File: config.mk
export PLATFORM = sky130hd
export DESIGN_NAME = gregorian_date_add_days_top
export DESIGN_NICKNAME = d
export VERILOG_FILES = /design/src/rtl/gdad_pkg.sv /design/src/rtl/gregorian_date_add_days_top.sv /design/src/rtl/gdad_dp.sv /design/src/rtl/gdad_ctrl.sv
export SDC_FILE = /design/constraint.sdc
export NUM_CORES = 1
export LEC_CHECK = 0
export BUFFER_PORTS_ARGS = -buffer_cell sky130_fd_sc_hd__buf_2
export CORE_MARGIN = 3
export CORE_UTILIZATION = 50
export DETAILED_ROUTE_END_ITERATION = 8
export PLACE_DENSITY = 0.84
export SLEW_MARGIN = 0
export SYNTH_ARGS = -nofsm -noshare
export SYNTH_HDL_FRONTEND = slang
export SYNTH_SLANG_ARGS = --single-unit
File: constraint.sdc
create_clock -name clk -period 3.2 [get_ports clk]
set_input_delay 0.16 -clock clk [delete_from_list [all_inputs] [get_ports clk]]
set_output_delay 0.16 -clock clk [all_outputs]
set_load 0.03 [all_outputs]
File: src/rtl/gdad_pkg.sv
// Package for the Gregorian date adder: field widths, calendar constants,
// payload structs and the controller/datapath command and status structs.
// No dependencies.
`default_nettype none

package gdad_pkg;

	localparam int DAY_W          = 5;
	localparam int MONTH_W        = 4;
	localparam int YEAR_W         = 12;
	localparam int OFFSET_FIELD_W = 12;

	// month codes
	localparam logic [MONTH_W-1:0] MONTH_JAN = 4'd1;
	localparam logic [MONTH_W-1:0] MONTH_FEB = 4'd2;
	localparam logic [MONTH_W-1:0] MONTH_APR = 4'd4;
	localparam logic [MONTH_W-1:0] MONTH_JUN = 4'd6;
	localparam logic [MONTH_W-1:0] MONTH_SEP = 4'd9;
	localparam logic [MONTH_W-1:0] MONTH_NOV = 4'd11;
	localparam logic [MONTH_W-1:0] MONTH_DEC = 4'd12;

	// month lengths
	localparam logic [DAY_W-1:0] LEN_LONG  = 5'd31;
	localparam logic [DAY_W-1:0] LEN_SHORT = 5'd30;
	localparam logic [DAY_W-1:0] LEN_LEAP  = 5'd29;
	localparam logic [DAY_W-1:0] LEN_FEB   = 5'd28;

	// year modulo 400 bookkeeping
	localparam logic [YEAR_W-1:0] YEAR_LAST  = 12'hFFF;
	localparam logic [YEAR_W-1:0] CYCLE_LAST = 12'd399;
	localparam logic [YEAR_W-1:0] CENT_1     = 12'd100;
	localparam logic [YEAR_W-1:0] CENT_2     = 12'd200;
	localparam logic [YEAR_W-1:0] CENT_3     = 12'd300;

	// compare-subtract steps that reduce a 12-bit year modulo 400
	localparam int RED_STEPS = 4;
	localparam int RED_SEL_W = $clog2(RED_STEPS);
	localparam logic [YEAR_W-1:0] RED_STEP [RED_STEPS] = '{
		12'd3200, 12'd1600, 12'd800, 12'd400
	};

	typedef struct packed {
		logic [DAY_W-1:0]          start_day;
		logic [MONTH_W-1:0]        start_month;
		logic [YEAR_W-1:0]         start_year;
		logic [OFFSET_FIELD_W-1:0] days_ahead;
	} date_in_t;

	typedef struct packed {
		logic [DAY_W-1:0]   end_day;
		logic [MONTH_W-1:0] end_month;
		logic [YEAR_W-1:0]  end_year;
	} date_out_t;

	typedef struct packed {
		logic                 load;
		logic                 reduce;
		logic [RED_SEL_W-1:0] red_sel;
		logic                 step;
	} dp_cmd_t;

	typedef struct packed {
		logic fits;
	} dp_stat_t;

endpackage

`default_nettype wire

File: src/rtl/gregorian_date_add_days_top.sv
// Top level of the Gregorian date adder: joins controller and datapath.
// Depends on gdad_pkg, gdad_ctrl and gdad_dp.
`default_nettype none

// Adds days_ahead to a Gregorian date. A transaction is taken when start is
// high and busy is low. The block then reduces the year modulo 400 for the
// leap rule by compare-subtract steps on the year-mod-400 register, and steps
// once for every month boundary the offset crosses plus one final check,
// through a single subtract and compare on the day accumulator. done is high
// for exactly one cycle, in the same cycle busy falls, with the date on result;
// it cannot be held off, so the receiver must take it in that cycle. A new
// transaction may start in the done cycle. The number of month boundaries
// crossed is at most 135 for a 12-bit offset.
module gregorian_date_add_days_top #(
	parameter int OFFSET_BITS = 12
) (
	input  wire                 clk,
	input  wire                 arst_n,
	input  wire                 start,
	input  gdad_pkg::date_in_t  item,
	output logic                busy,
	output logic                done,
	output gdad_pkg::date_out_t result
);
	import gdad_pkg::*;

	dp_cmd_t  cmd;
	dp_stat_t stat;

	gdad_ctrl u_ctrl (
		.clk    (clk),
		.arst_n (arst_n),
		.start  (start),
		.stat   (stat),
		.cmd    (cmd),
		.busy   (busy),
		.done   (done)
	);

	gdad_dp #(
		.OFFSET_BITS (OFFSET_BITS)
	) u_dp (
		.clk    (clk),
		.cmd    (cmd),
		.item   (item),
		.stat   (stat),
		.result (result)
	);

endmodule

`default_nettype wire

File: src/rtl/gdad_dp.sv
// Datapath of the Gregorian date adder: day accumulator, month and year
// registers, year-mod-400 register and the month length decode.
// Depends on gdad_pkg.
`default_nettype none

module gdad_dp #(
	parameter int OFFSET_BITS = 12
) (
	input  wire                 clk,
	input  gdad_pkg::dp_cmd_t   cmd,
	input  gdad_pkg::date_in_t  item,
	output gdad_pkg::dp_stat_t  stat,
	output gdad_pkg::date_out_t result
);
	import gdad_pkg::*;

	localparam int EFF_BITS  = (OFFSET_BITS < OFFSET_FIELD_W) ? OFFSET_BITS : OFFSET_FIELD_W;
	localparam int DAY_ACC_W = ((EFF_BITS > DAY_W) ? EFF_BITS : DAY_W) + 1;

	logic [DAY_ACC_W-1:0] day_q;
	logic [MONTH_W-1:0]   month_q;
	logic [YEAR_W-1:0]    year_q;
	logic [YEAR_W-1:0]    ymod_q;   // year modulo 400

	logic                 leap;
	logic [DAY_W-1:0]     len;
	logic [YEAR_W-1:0]    red_const;

	assign leap = (year_q[1:0] == 2'b00) && (ymod_q != CENT_1) &&
		(ymod_q != CENT_2) && (ymod_q != CENT_3);

	always_comb begin
		case (month_q) inside
			MONTH_APR, MONTH_JUN, MONTH_SEP, MONTH_NOV: len = LEN_SHORT;
			MONTH_FEB:                                  len = leap ? LEN_LEAP : LEN_FEB;
			default:                                    len = LEN_LONG;
		endcase
	end

	assign red_const = RED_STEP[cmd.red_sel];
	assign stat.fits = (day_q <= DAY_ACC_W'(len));

	always_ff @(posedge clk) begin
		if (cmd.load) begin
			day_q   <= DAY_ACC_W'(item.start_day) +
				DAY_ACC_W'(item.days_ahead[EFF_BITS-1:0]);
			month_q <= item.start_month;
			year_q  <= item.start_year;
			ymod_q  <= item.start_year;
		end else if (cmd.reduce) begin
			if (ymod_q >= red_const) begin
				ymod_q <= ymod_q - red_const;
			end
		end else if (cmd.step) begin
			day_q <= day_q - DAY_ACC_W'(len);
			if (month_q >= MONTH_DEC) begin
				// wrap to January of the next year
				month_q <= MONTH_JAN;
				year_q  <= year_q + 1'b1;
				if (year_q == YEAR_LAST || ymod_q == CYCLE_LAST) begin
					ymod_q <= '0;
				end else begin
					ymod_q <= ymod_q + 1'b1;
				end
			end else begin
				month_q <= month_q + 1'b1;
			end
		end
	end

	assign result.end_day   = day_q[DAY_W-1:0];
	assign result.end_month = month_q;
	assign result.end_year  = year_q;

endmodule

`default_nettype wire

File: src/rtl/gdad_ctrl.sv
// Controller of the Gregorian date adder: sequences the load, the year
// reduction steps and the month steps, and raises done.
// Depends on gdad_pkg.
`default_nettype none

module gdad_ctrl (
	input  wire                clk,
	input  wire                arst_n,
	input  wire                start,
	input  gdad_pkg::dp_stat_t stat,
	output gdad_pkg::dp_cmd_t  cmd,
	output logic               busy,
	output logic               done
);
	import gdad_pkg::*;

	typedef enum logic [1:0] {
		ST_IDLE,
		ST_REDUCE,
		ST_STEP
	} state_t;

	state_t               state_q;
	logic [RED_SEL_W-1:0] red_cnt_q;
	logic                 busy_q;
	logic                 done_q;

	always_comb begin
		cmd.load    = (state_q == ST_IDLE) && start;
		cmd.reduce  = (state_q == ST_REDUCE);
		cmd.red_sel = red_cnt_q;
		cmd.step    = (state_q == ST_STEP) && !stat.fits;
	end

	always_ff @(posedge clk or negedge arst_n) begin
		if (!arst_n) begin
			state_q   <= ST_IDLE;
			red_cnt_q <= '0;
			busy_q    <= 1'b0;
			done_q    <= 1'b0;
		end else begin
			done_q <= 1'b0;
			unique case (state_q)
				ST_IDLE: begin
					if (start) begin
						state_q   <= ST_REDUCE;
						red_cnt_q <= '0;
						busy_q    <= 1'b1;
					end
				end
				ST_REDUCE: begin
					red_cnt_q <= red_cnt_q + 1'b1;
					if (red_cnt_q == RED_SEL_W'(RED_STEPS - 1)) begin
						state_q <= ST_STEP;
					end
				end
				ST_STEP: begin
					// hold stepping until the day fits its month
					if (stat.fits) begin
						state_q <= ST_IDLE;
						busy_q  <= 1'b0;
						done_q  <= 1'b1;
					end
				end
				default: begin
					state_q <= ST_IDLE;
					busy_q  <= 1'b0;
				end
			endcase
		end
	end

	assign busy = busy_q;
	assign done = done_q;

endmodule

`default_nettype wire

==> key figures <==
Drt
  – Via count: 3122
  – Routed len/inst: 15.57 µm
  – Number of iterations in the first detailed-routing pass: 4
  – Total wirelength of the detailed-routed design: 8.659 mm
  – Number of DRC markers after the initial detailed-route iteration: 193
  – Number of remaining DRC errors: 0
  – Antenna Nets Post-Route: 0
  – Number of vias per cell after detailed routing: 5.615

Clock network
  – Clock transition at the registers of the reported paths: 90 ps
  – Maximum buffer depth of the clock tree: 2
  – # clock sinks: 47
  – Clock H-tree levels: 2
  – Cts repair resizes: 0
  – CTS buffer count: 5
  – Clock latency of the later-clocked register in the worst-skew pair: 300 ps
  – TritonCTS clock tree: built
  – Master cell of the clock root buffer: sky130_fd_sc_hd__clkbuf_8

Cells and area
  – Share of final-layout standard cells stronger than drive strength 1: 16.96%
  – Post-synthesis to final-layout area growth: 13.11%
  – ANT cells: 0
  – Top library cells by usage in the layout, fill and taps aside: sky130_fd_sc_hd__buf_2 (58), sky130_fd_sc_hd__edfxtp_1 (41), sky130_fd_sc_hd__nand2_1 (40)
  – Final layout net count: 525
  – Filler cells: 579
  – Cell area after layout: 0.004144 mm²
  – Leading cell type in the layout, fill and taps excluded: sky130_fd_sc_hd__buf_2

Setup path
  – WP data required: 3180 ps
  – Type of destination of the critical path: flop
  – Worst endpoint data arrival time: 2990 ps
  – Startpoint Class: flop
  – Maximum fanout count along the critical path: 8
  – Type of the setup path with the least slack: flop to flop

Pwr
  – Total Power Consumption: 1079 µW
  – Pwr dens: 260.3 mW/mm²
  – Leak: 0.001674 µW
  – Peak VDD IR: 0.0001817 V

GRT
  – GRT Util Overall: 20.75%
  – First-pass GRT wire length: 14.03 mm
  – Aggregate global routing overflow: 0
  – Largest net degree at the start of global routing: 27
  – Number of global-route vias before repair: 3022
  – Antenna violations before repair: 0

Worst hold path
  – Classification of the worst-slack hold path: primary input to flop

Place
  – Worst slack at placement: 236.0 ps
  – Number of buffers added on ports: 58
  – Weighted congestion reported at the end of routability-driven placement: 0.9036
  – Total half-perimeter wirelength after legalization and detailed placement: 6.772 mm
  – Instance area after placement: 0.004054 mm²

Floorplanning
  – Core Footprint: 0.006944 mm²
  – Vert. Die Dim: 91.60 µm
  – Initial Utilization: 52.76%
  – Die Area: 0.008391 mm²
  – Number of rows created at floorplan: 30
  – I/O pin total: 59
  – Die X: 91.60 µm

STA
  – Setup skew after layout: 6.482 ps
  – Final TNS setup: 0 ps
  – Setup repair after global routing missed its margin: false
  – Fmax achieved: 331.6 MHz
  – Worst-Margin Slew: 870.9 ps
  – Max-slew violations: 0
  – Final worst slack: 184.7 ps
  – Tmin final: 3015 ps
  – Post-route clock period utilization: 94.23%
  – Worst slew margin: 41.80%
  – Final number of hold-violating endpoints: 0
  – Worst hold margin: 120.6 ps
  – Final setup violation count: 0

Logic synthesis
  – Instance count of the mapped netlist: 400
  – Count of different cell masters after synthesis: 52
  – Post-synthesis instance area: 0.003664 mm²
  – Count of state elements after synthesis: 47
  – Sequential cell area fraction in the yosys report: 37.70%
  – Average instance area after synthesis: 9.159 µm²
  – Synthesized Nets: 466
  – Number of warnings reported in the yosys synthesis log: 0
  – Number of enable-type register cells in the synthesized netlist: 41
  – Most frequently used flop master after synthesis: sky130_fd_sc_hd__edfxtp_1
  – Post-synthesis async set-or-reset flop share: 12.77%

Flow run
  – Count of maximum capacitance violations: 0

Status
  – Outcome: complete, no violations
-- metrics by stage --
step           utilization (%)  std cells
2_1_floorplan                -        400
3_3_place_gp             58.38        547
3_5_place_dp             58.38        547
4_1_cts                  59.68        556
5_1_grt                  59.68        556
6_report                 59.68        556
-- Yosys cell counts, types with 2 or more instances --
library cell                 n  area (µm²)
sky130_fd_sc_hd__edfxtp_1   41        1231
sky130_fd_sc_hd__nand2_1    40       150.1
sky130_fd_sc_hd__nor2_1     37       138.9
sky130_fd_sc_hd__o21ai_0    30       150.1
sky130_fd_sc_hd__a21oi_1    27       135.1
sky130_fd_sc_hd__ha_1       27       337.8
sky130_fd_sc_hd__inv_1      27       101.4
sky130_fd_sc_hd__xor2_1     27       236.5
sky130_fd_sc_hd__xnor2_1    15       131.4
sky130_fd_sc_hd__nand3_1    14       70.07
sky130_fd_sc_hd__a31oi_1     8       50.05
sky130_fd_sc_hd__and3_1      8       50.05
sky130_fd_sc_hd__clkbuf_1    8       30.03
sky130_fd_sc_hd__mux2i_1     7       70.07
sky130_fd_sc_hd__nand4_1     7       43.79
sky130_fd_sc_hd__buf_4       6       45.04
sky130_fd_sc_hd__dfrtp_1     6       150.1
sky130_fd_sc_hd__nand2b_1    5       31.28
sky130_fd_sc_hd__nor3_1      4       20.02
sky130_fd_sc_hd__nor4_1      4       25.02
sky130_fd_sc_hd__o21bai_1    4       30.03
sky130_fd_sc_hd__a211oi_1    3       22.52
sky130_fd_sc_hd__fa_1        3       60.06
sky130_fd_sc_hd__nor2b_1     3       18.77
sky130_fd_sc_hd__o22ai_1     3       18.77
sky130_fd_sc_hd__o31a_1      3       26.28
sky130_fd_sc_hd__and2_1      2       12.51
sky130_fd_sc_hd__and4_1      2       17.52
sky130_fd_sc_hd__nand3b_1    2       15.01
sky130_fd_sc_hd__nand4b_1    2       17.52
sky130_fd_sc_hd__o2111ai_1   2       17.52
sky130_fd_sc_hd__o21a_1      2       15.01
sky130_fd_sc_hd__or3_1       2       12.51
-- report_power, final --
group	switching [µW]	leakage [µW]	internal (µW)
registers	0	0.000406	656
logic	36.3	0.00123	37.2
clock network	199	0.0000403	150
-- path summary, 6_finish.rpt --
path | to | startpoint | depth (start not counted) | slack, ps
worst min register to register | u_ctrl.busy | u_ctrl.state_q[1] | 1 | 560
worst max-delay path | u_dp.ymod_q[9] | u_dp.ymod_q[4] | 10 | 180
worst min-delay path | u_dp.month_q[1] | item[25] | 3 | 120
max in group asynchronous | u_ctrl.state_q[0] | arst_n | 2 | 2850
min in group asynchronous | u_ctrl.state_q[1] | arst_n | 2 | 210
worst max register to register | u_dp.ymod_q[9] | u_dp.ymod_q[4] | 10 | 180
-- repair_timing --
item | 4_1_cts | 5_1_grt
endpoints found under the hold margin | 6 | 0
buffers inserted | 0 | 0
hold buffers | 1 | 0
-- kinds of logic (layout without fill, tap and decap cells) --
family                   count (synthesis)  after routing  synth area share (%)
AO/OA/AOI/OAI                           91             91                 15.10
XOR/XNOR                                42             42                 10.04
adder cells (fa/ha/maj)                 30             30                 10.86
buffers and inverters                   42            102                 4.952
flip-flops                              47             47                 37.70
multiplexers                             8              8                 2.220
AND/OR/NAND/NOR                        140            140                 19.13
-- per-layer routing --
| layer | vias to the layer above | GRT usage (%) | wire (µm) |
|---|---|---|---|
| li1 | 1547 | - | - |
| met5 | - | 0 | 0 |
| met2 | 114 | 36.70 | 4389 |
| met3 | 10 | 3.148 | 556 |
| met4 | 0 | 6.784 | 110 |
| met1 | 1451 | 25.70 | 3602 |
-- critical path: stages, from the launching register on --
cell and delay [ps]:
sky130_fd_sc_hd__edfxtp_1 480, sky130_fd_sc_hd__nor4_1 490, sky130_fd_sc_hd__o2111ai_1 180, sky130_fd_sc_hd__nand2_1 120
sky130_fd_sc_hd__a31oi_1 90, sky130_fd_sc_hd__ha_1 220, sky130_fd_sc_hd__nor2b_1 190, sky130_fd_sc_hd__o211ai_1 130
sky130_fd_sc_hd__a31o_2 300, sky130_fd_sc_hd__o21ai_0 150, sky130_fd_sc_hd__and2_1 350
-- layout make-up --
class	instances	area, µm²	area share (%)
Multi-Input combinational cell	311	2101	50.69
Sequential cell	47	1381	33.33
Timing Repair Buffer	67	360.3	8.696
Tap cell	96	120.1	2.899
Inverter	27	101.3	2.446
Clock buffer	6	72.57	1.751
Clock inverter	2	7.507	0.1812
-- registers in the layout, summed over array words and instances, names as in the netlist --
| name | flops |
|---|---|
| u_dp.ymod_q | 12 |
| u_dp.year_q | 12 |
| u_ctrl.state_q | 2 |
| u_dp.month_q | 4 |
| u_dp.day_q | 13 |
| u_ctrl.busy | 1 |
| u_ctrl.red_cnt_q | 2 |
| u_ctrl.done | 1 |
Note: power is estimated with default switching activity, not from simulation.
